===== config.mk =====
export PLATFORM = sky130hd
export DESIGN_NAME = prr_divider
export DESIGN_NICKNAME = d
export VERILOG_FILES = /design/src/rtl/prr_pkg.sv /design/src/rtl/prr_divider.sv
export SDC_FILE = /design/constraint.sdc
export NUM_CORES = 2
export LEC_CHECK = 0
export ABC_AREA = 1
export BUFFER_PORTS_ARGS = -buffer_cell sky130_fd_sc_hd__buf_2
export CAP_MARGIN = 20
export CORE_MARGIN = 4
export CORE_UTILIZATION = 45
export DETAILED_ROUTE_END_ITERATION = 6
export PLACE_DENSITY = 0.59
export SYNTH_ARGS = -nofsm -noshare
export SYNTH_HDL_FRONTEND = slang
export SYNTH_SLANG_ARGS = --single-unit

===== constraint.sdc =====
create_clock -name clock -period 20.6 [get_ports clock]
set_clock_uncertainty 0.2 [all_clocks]
set_input_delay 3.09 -clock clock [delete_from_list [all_inputs] [get_ports clock]]
set_output_delay 3.09 -clock clock [all_outputs]
set_load 0.05 [all_outputs]

===== src/rtl/prr_pkg.sv =====
// Package with the widths, register indexes and payload types of the point rotation block.
`default_nettype none
package prr_pkg;
   localparam int COORD_W  = 11;
   localparam int TRIG_W   = 16;
   localparam int BIAS_W   = 12;
   localparam int SX_W     = 9;
   localparam int SY_W     = 8;
   localparam int BRI_W    = 3;
   localparam int VZ_W     = 13;

   localparam int CSR_IDX_W  = 3;
   localparam int CSR_DATA_W = 16;
   localparam logic [CSR_IDX_W-1:0] CSR_COS_FIRST  = 3'd0;
   localparam logic [CSR_IDX_W-1:0] CSR_SIN_FIRST  = 3'd1;
   localparam logic [CSR_IDX_W-1:0] CSR_COS_SECOND = 3'd2;
   localparam logic [CSR_IDX_W-1:0] CSR_SIN_SECOND = 3'd3;
   localparam logic [CSR_IDX_W-1:0] CSR_COS_THIRD  = 3'd4;
   localparam logic [CSR_IDX_W-1:0] CSR_SIN_THIRD  = 3'd5;
   localparam logic [CSR_IDX_W-1:0] CSR_Y_BIAS     = 3'd6;

   localparam int ONE_Q14   = 16384;
   localparam int Q14_SH    = 14;
   localparam int PROD_W    = 32;   // product of two trig values
   localparam int CELL_W    = 48;   // matrix cell at scale 2^42
   localparam int TERM_W    = 59;   // cell times coordinate
   localparam int SUM_W     = 62;   // row sum plus offset
   localparam int FRAC_SH   = 42;
   localparam int Q16_SH    = 26;
   localparam int V16_W     = SUM_W - Q16_SH;
   localparam int ZF_W      = SUM_W - FRAC_SH;
   localparam int DEN_W     = 21;
   localparam int Q_W       = 17;
   localparam int F_W       = 16;
   localparam int REM_W     = 29;
   localparam int NEAR_SPAN = 600;
   localparam int BAND_STEP = 200;
   localparam int BAND_CNT  = 5;
   localparam int BRI_NEAR  = 6;
   localparam int CENTER_OFFSET = 7;
   localparam int VZ_MIN    = -4096;
   localparam int VZ_MAX    = 4095;

   typedef struct packed {
      logic signed [TRIG_W-1:0] c1;
      logic signed [TRIG_W-1:0] s1;
      logic signed [TRIG_W-1:0] c2;
      logic signed [TRIG_W-1:0] s2;
      logic signed [TRIG_W-1:0] c3;
      logic signed [TRIG_W-1:0] s3;
      logic signed [BIAS_W-1:0] bias;
   } cfg_type;

   typedef struct packed {
      logic signed [COORD_W-1:0] x;
      logic signed [COORD_W-1:0] y;
      logic signed [COORD_W-1:0] z;
   } point_type;

   typedef struct packed {
      logic signed [PROD_W-1:0] c1c2;
      logic signed [PROD_W-1:0] c1s2;
      logic signed [PROD_W-1:0] s1c3;
      logic signed [PROD_W-1:0] s1s3;
      logic signed [PROD_W-1:0] s1c2;
      logic signed [PROD_W-1:0] s1s2;
      logic signed [PROD_W-1:0] c1c3;
      logic signed [PROD_W-1:0] c1s3;
      logic signed [PROD_W-1:0] c2s3;
      logic signed [PROD_W-1:0] c2c3;
   } prods_type;

   typedef struct packed {
      logic signed [CELL_W-1:0] r00;
      logic signed [CELL_W-1:0] r01;
      logic signed [CELL_W-1:0] r02;
      logic signed [CELL_W-1:0] r10;
      logic signed [CELL_W-1:0] r11;
      logic signed [CELL_W-1:0] r12;
      logic signed [CELL_W-1:0] r20;
      logic signed [CELL_W-1:0] r21;
      logic signed [CELL_W-1:0] r22;
   } cells_type;

   typedef struct packed {
      logic signed [V16_W-1:0] x16;
      logic signed [V16_W-1:0] y16;
      logic                    behind;
      logic [BRI_W-1:0]        bri;
      logic signed [VZ_W-1:0]  vz;
   } side_type;
endpackage
`default_nettype wire


===== src/rtl/prr_divider.sv =====
// Restoring divider pipeline, one quotient bit per stage, for the perspective factor.
`default_nettype none
module prr_divider #(
   parameter int FOCAL_LENGTH = 256
) (
   input  logic                        clock,
   input  logic                        reset,
   input  logic                        in_valid,
   output logic                        in_ready,
   input  logic [prr_pkg::DEN_W-1:0]   in_den,
   input  prr_pkg::side_type           in_side,
   output logic                        out_valid,
   input  logic                        out_ready,
   output logic [prr_pkg::F_W-1:0]     out_factor,
   output prr_pkg::side_type           out_side
);
   localparam int QW = prr_pkg::Q_W;
   localparam int RW = prr_pkg::REM_W;
   localparam int DW = prr_pkg::DEN_W;
   localparam int CW = DW + QW;
   localparam int FW = prr_pkg::F_W;
   localparam logic [RW-1:0] NUMER = RW'(FOCAL_LENGTH * 65536);

   logic              v_ff    [QW];
   logic              rdy     [QW+1];
   logic [RW-1:0]     rem_ff  [QW];
   logic [QW-1:0]     quo_ff  [QW];
   logic [DW-1:0]     den_ff  [QW];
   prr_pkg::side_type side_ff [QW];

   assign rdy[QW]   = out_ready;
   assign in_ready  = rdy[0];
   assign out_valid = v_ff[QW-1];
   assign out_side  = side_ff[QW-1];
   assign out_factor = quo_ff[QW-1][QW-1] ? {FW{1'b1}} : quo_ff[QW-1][FW-1:0];

   for (genvar k = 0; k < QW; k++) begin : g_stage
      logic              v_prev;
      logic [RW-1:0]     rem_prev;
      logic [QW-1:0]     quo_prev;
      logic [DW-1:0]     den_prev;
      prr_pkg::side_type side_prev;
      logic [CW-1:0]     shifted;
      logic [RW-1:0]     rem_in;
      logic [QW-1:0]     quo_in;

      if (k == 0) begin : g_first
         assign v_prev    = in_valid;
         assign rem_prev  = NUMER;
         assign quo_prev  = '0;
         assign den_prev  = in_den;
         assign side_prev = in_side;
      end else begin : g_next
         assign v_prev    = v_ff[k-1];
         assign rem_prev  = rem_ff[k-1];
         assign quo_prev  = quo_ff[k-1];
         assign den_prev  = den_ff[k-1];
         assign side_prev = side_ff[k-1];
      end

      assign rdy[k] = !v_ff[k] || rdy[k+1];

      always_comb begin
         shifted = CW'(den_prev) << (QW - 1 - k);
         rem_in  = rem_prev;
         quo_in  = quo_prev;
         if (CW'(rem_prev) >= shifted) begin
            rem_in = RW'(CW'(rem_prev) - shifted);
            quo_in[QW-1-k] = 1'b1;
         end
      end

      always_ff @(posedge clock) begin
         if (reset) begin
            v_ff[k] <= 1'b0;
         end else if (rdy[k]) begin
            v_ff[k] <= v_prev;
         end
      end

      always_ff @(posedge clock) begin
         if (rdy[k]) begin
            rem_ff[k]  <= rem_in;
            quo_ff[k]  <= quo_in;
            den_ff[k]  <= den_prev;
            side_ff[k] <= side_prev;
         end
      end
   end
endmodule
`default_nettype wire


# --- Word-level counts from Yosys, hierarchy flattened ---
# Memory sizes are Yosys's and may differ from the RTL's.
# Index checks and enable logic that the tools add are counted.
totals:
  ff_bits: 0
  latchBits: 0
  ram_bits: 2669
  mem_bits_ro: 0
  mem_count: 5
memory_table:
  columns: ["memory", "words", "width", "rd", "rd_ports_with_merged_regs", "wr", "line_no", "rtl"]
  rows:
  - ["side_ff", 17, 89, 17, 0, 17, "prr_divider.sv:29", "prr_pkg::side_type side_ff [QW];"]
  - ["rem_ff", 17, 29, 16, 0, 17, "prr_divider.sv:26", "logic [RW-1:0] rem_ff [QW];"]
  - ["den_ff", 17, 21, 16, 0, 17, "prr_divider.sv:28", "logic [DW-1:0] den_ff [QW];"]
  - ["quo_ff", 17, 17, 17, 0, 17, "prr_divider.sv:27", "logic [QW-1:0] quo_ff [QW];"]
  - ["v_ff", 17, 1, 17, 0, 17, "prr_divider.sv:24", "logic v_ff [QW];"]
classes:
  addsub: 17
  multipliers: 0
  n_div: 0
  order_cmp: 17
  n_eq_ne: 0
  shift: 0
  n_mux: 122
  bitwise_logic: 17
  reduce_logical: 34
ops:
  columns: ["op", "n"]
  rows:
  - ["29-bit two-way mux", 17]
  - ["29-bit subtractor", 8]
  - ["1-bit two-way mux", 104]
  - ["25-bit by 37-bit greater-or-equal comparator with 1-bit output, first input constant", 1]
  - ["29-bit by 36-bit greater-or-equal comparator with 1-bit output", 1]
  - ["29-bit by 35-bit greater-or-equal comparator with 1-bit output", 1]
  - ["29-bit by 34-bit greater-or-equal comparator with 1-bit output", 1]
  - ["29-bit by 33-bit greater-or-equal comparator with 1-bit output", 1]
  - ["29-bit by 32-bit greater-or-equal comparator with 1-bit output", 1]
  - ["29-bit by 31-bit greater-or-equal comparator with 1-bit output", 1]
  - ["29-bit by 30-bit greater-or-equal comparator with 1-bit output", 1]
  - ["29-bit by 21-bit greater-or-equal comparator with 1-bit output", 1]
  - ["29-bit by 22-bit greater-or-equal comparator with 1-bit output", 1]
  - ["29-bit by 23-bit greater-or-equal comparator with 1-bit output", 1]
  - ["29-bit by 24-bit greater-or-equal comparator with 1-bit output", 1]
  - ["29-bit by 25-bit greater-or-equal comparator with 1-bit output", 1]
  - ["29-bit by 26-bit greater-or-equal comparator with 1-bit output", 1]
  - ["29-bit by 27-bit greater-or-equal comparator with 1-bit output", 1]
  - ["29-bit by 28-bit greater-or-equal comparator with 1-bit output", 1]
  - ["29-bit greater-or-equal comparator", 1]
  - ["25-bit by 29-bit subtractor with 29-bit output, first input constant", 1]
  - ["29-bit by 21-bit subtractor with 29-bit output", 1]
  - ["29-bit by 22-bit subtractor with 29-bit output", 1]
  - ["29-bit by 23-bit subtractor with 29-bit output", 1]
  - ["9 further kinds", 57]

# --- Depth between registers and ports, before layout ---
# An unclocked memory read counts as a cell.
logic_depth:
  word_depth: 23
  ltp_mapped: 16

# --- Worst setup path before layout ---
# No wires, ideal clock.
synth_timing:
  path_type: "input to output"
  from: "input port out_ready"
  to: "output port in_ready"
  arrival_time_ns: 17.688
  required_ns: 17.310
  setup_slack_ns: -0.378
  stages: 10
  path_buffers: 0
  path_cell_list: "inv_1 > nand4_2 > nor2_4 > nand4_4 > nor2_4 > nand4_2 > nor2_2 > nand4_2 > nor2_2 > nand2_1"
synth_rtl:
  columns: ["item", "line_no", "rtl"]
  rows:
  - ["from (decl)", "prr_divider.sv:13", "input logic out_ready,"]
  - ["to (decl)", "prr_divider.sv:9", "output logic in_ready,"]

==> impl_metrics.json <==
{
  "crit_arrival_ns": 7.15,
  "ys_seq_elements": 2347,
  "fin_crit_ns": 10.44,
  "grt_pass1_wl_um": 276400,
  "period_share_pct": 50.68,
  "endpoint_kind": "output port",
  "rsz0062_at_grt": "no",
  "post_cts_buffers": 0,
  "cts_root_buf": "clkbuf_16",
  "synthDistinctLibCells": 70,
  "hold_slack_ns": 0.1762,
  "yosysSeqAreaShare_pct": 76.82,
  "crit_chain": "buf_2 -> inv_1 -> nand4_4 -> nor2_4 -> nand4_4 -> nor2_4 -> nand4_4 -> nor2_2 -> nand4_4 -> nor2_2 -> nand2_4 -> buf_2",
  "grt_pass1_vias": 47770,
  "ctsResizeCount": 0,
  "finalWeightedCongestion": 0.8969,
  "synthTopCellsByArea": "edfxtp_1 (77%), ha_1 (4.2%), nand2_1 (3.3%)",
  "first_pass_iters": 5,
  "antenna_found_initial": 17,
  "rows": 165,
  "yosys_warnings": 0,
  "worst_slew_margin_rel_pct": 26.51,
  "p_leak_nw": 41.59,
  "min_path_type": "flip-flop to flip-flop",
  "fillCellCount": 16810,
  "report.final.slew_viol_count": 0,
  "critPathBufInv": 3,
  "synth_edf_count": 2347,
  "fin_setup_tns_ns": 0,
  "cts_tree": "yes",
  "switching_share_pct": 26.38,
  "intPower_w": 0.008831,
  "numPortBuffers": 220,
  "seqPwrFrac_pct": 49.7,
  "synthFlopType": "edfxtp_1",
  "routed_wl_um": 177800,
  "powerDensity_nw_per_um2": 115.4,
  "htreeDepth": 4,
  "insertion_delay_ns": 0.86,
  "postSynthAreaPerCell_um2": 14.88,
  "die_x_um": 459.5,
  "seqCellArea_um2": 70480,
  "ctsHoldBuffers": 0,
  "cts_made_buffers": 231,
  "p_clk_share_pct": 35.0,
  "critPathTopFamily": "simple AND/OR/NAND/NOR gates",
  "gr-total-overflow": 0,
  "grt_max_degree": 98,
  "synthCells": 6165,
  "clkTransAtPathRegs_ns": 0.06,
  "critPathMostFrequentCell": "nand4_4",
  "netlist.area_leader.share_pct": 76.82,
  "yosys.area.top_type": "edfxtp_1",
  "timing.fmax_ghz": 0.09579,
  "netlist_area_um2": 91750,
  "grt_usage_pct": 16.99,
  "synth_nets": 6602,
  "vias": 46870,
  "vias_per_cell": 4.953,
  "die_h_um": 459.5,
  "critPathMaxStageDelay_ns": 0.62,
  "final_antenna_net_count": 0,
  "start_kind": "primary input",
  "finalHoldViolCount": 0,
  "p_switching_w": 0.003165,
  "area_delta_synth_final_pct": 13.29,
  "cts_sinks": 2347,
  "critPathRequiredTime_ns": 17.31,
  "async_flop_share_pct": 0,
  "pwr-share-comb_pct": 15.4,
  "final_nets": 7026,
  "coreArea_um2": 202500,
  "io_pins": 221,
  "tightest_slew_ns": 1.102,
  "path_class": "primary input to output port",
  "status": "finished, final reports clean",
  "drtIter0Drc": 3005,
  "setup_viol": 0,
  "hpwl_um": 126900,
  "drive_above_1_share_pct": 10.75,
  "critPathSlowestCell": "nand4_4",
  "start_util_pct": 45.30,
  "wire_per_inst_um": 18.78,
  "worst-path-max-fanout": 35,
  "cts_buffer_depth": 3,
  "drc": 0,
  "ir_drop_mv": 0.08996,
  "multi_input_area_um2": 18450,
  "max_cap_violations": 0,
  "dieArea_um2": 211200
}
==> layout by cell type, fill, tap and decap left out, drive strengths merged, types with 174 or more instances in the layout <==
cell type | Yosys | final
edfxtp | 2347 | 2347
buf | 51 | 251
nand3 | 174 | 174
a21oi | 425 | 425
nand2 | 835 | 835
inv | 664 | 670
o21ai | 302 | 302
nor2 | 414 | 414
clkbuf | 9 | 265
ha | 308 | 308
==> worst register-to-register path: stages, from the launching register on <==
cell and delay [ns]:
edfxtp_1 0.46, nand4_4 0.15, nor2_4 0.20, nand4_4 0.61
nor2_4 0.53, nand4_4 0.62, nor2_2 0.52, inv_6 0.30
nor2_2 0.35, nand2_4 0.38, buf_4 0.47, buf_4 0.46
==> per-layer routing <==
layer | routed length (um) | vias to the layer above | track usage [%]
met1 | 75850 | 22660 | 21.63
met2 | 89890 | 853 | 29.86
met5 | 13 | - | 0
li1 | - | 23090 | -
met3 | 6321 | 277 | 2.558
met4 | 5686 | 2 | 5.599
==> layout make-up <==
| class | count | share of cell area, % |
|---|---|---|
| Sequential cell | 2347 | 67.80 |
| Multi-Input combinational cell | 3094 | 17.75 |
| Clock buffer | 265 | 5.684 |
| Tap cell | 2672 | 3.216 |
| Inverter | 664 | 2.444 |
| Clock inverter | 167 | 1.795 |
| Timing Repair Buffer | 251 | 1.302 |
| Antenna cell | 4 | 0.009630 |
==> cells by family (layout without fill, tap and decap cells) <==
family / Yosys count / after routing / share of synthesized area, %
flip-flops: 2347 / 2347 / 76.82
AND/OR/NAND/NOR: 1633 / 1633 / 7.646
AO/OA/AOI/OAI: 903 / 903 / 5.597
buffers and inverters: 724 / 1347 / 3.169
adder cells (fa/ha/maj): 323 / 323 / 4.528
XOR/XNOR: 235 / 235 / 2.243
other: 0 / 4 / 0
==> synth_stat cells, types with 4 or more instances <==
cell,instances
fa_1,15
nor2_2,4
buf_4,11
o21a_1,12
nand2_1,818
nand4_2,4
a21oi_1,416
inv_1,657
clkbuf_1,8
a31oi_1,33
a21oi_2,8
nand4_1,59
a221oi_1,6
ha_1,308
or2_2,46
nor3b_1,6
edfxtp_1,2347
buf_6,8
o21ai_1,33
o211ai_1,6
xor2_1,108
nor2_1,407
a211oi_1,10
buf_2,29
nor3_1,52
nand2_4,4
o21ai_2,17
o21bai_1,27
o2111ai_1,5
inv_2,6
xnor2_1,127
nand3_1,170
nand3b_1,10
nor4_1,18
a21o_1,45
o21ai_0,252
nand2_2,13
a21boi_0,9
==> worst paths after layout <==
kind                            cells after the start        endpoint  slack (ns)           start
worst max register to register                     11  side_ff[3][28]       14.97        v_ff[16]
worst max-delay path                               12        in_ready       10.16       out_ready
worst min register to register                      0  side_ff[4][77]        0.18  side_ff[3][77]
worst min-delay path                                0  side_ff[4][77]        0.18  side_ff[3][77]
==> state kept, by name, indices dropped and copies added, names as in the netlist <==
name     flops
v_ff        17
quo_ff     153
den_ff     336
side_ff   1513
rem_ff     328
==> power by group through the flow <==
stage	Sequential, W	Combinational [W]	Clock (W)
CTS	0.00597	0.00185	0.00433
detailed placement	0.00607	0.00184	0
floorplan	0.00599	0.00136	0
finish	0.00596	0.00184	0.00419
global route	0.00600	0.00207	0.00453
global placement	0.00606	0.00183	0
==> through the flow <==
stage / util, % / worst slack [ns] / total power (W) / cell area, um^2 / cells
4_1_cts: 51.31 / 9.970 / 0.01215 / 103900 / 9459
2_1_floorplan: - / 1.116 / 0.007347 / 91760 / 6165
3_3_place_gp: 47.47 / 10.08 / 0.007887 / 96130 / 9027
3_5_place_dp: 47.47 / 9.985 / 0.007910 / 96130 / 9027
6_report: 51.32 / 10.16 / 0.01200 / 103900 / 9464
5_1_grt: 51.32 / 9.740 / 0.01261 / 103900 / 9463
Power figures use the tool's default switching activity.
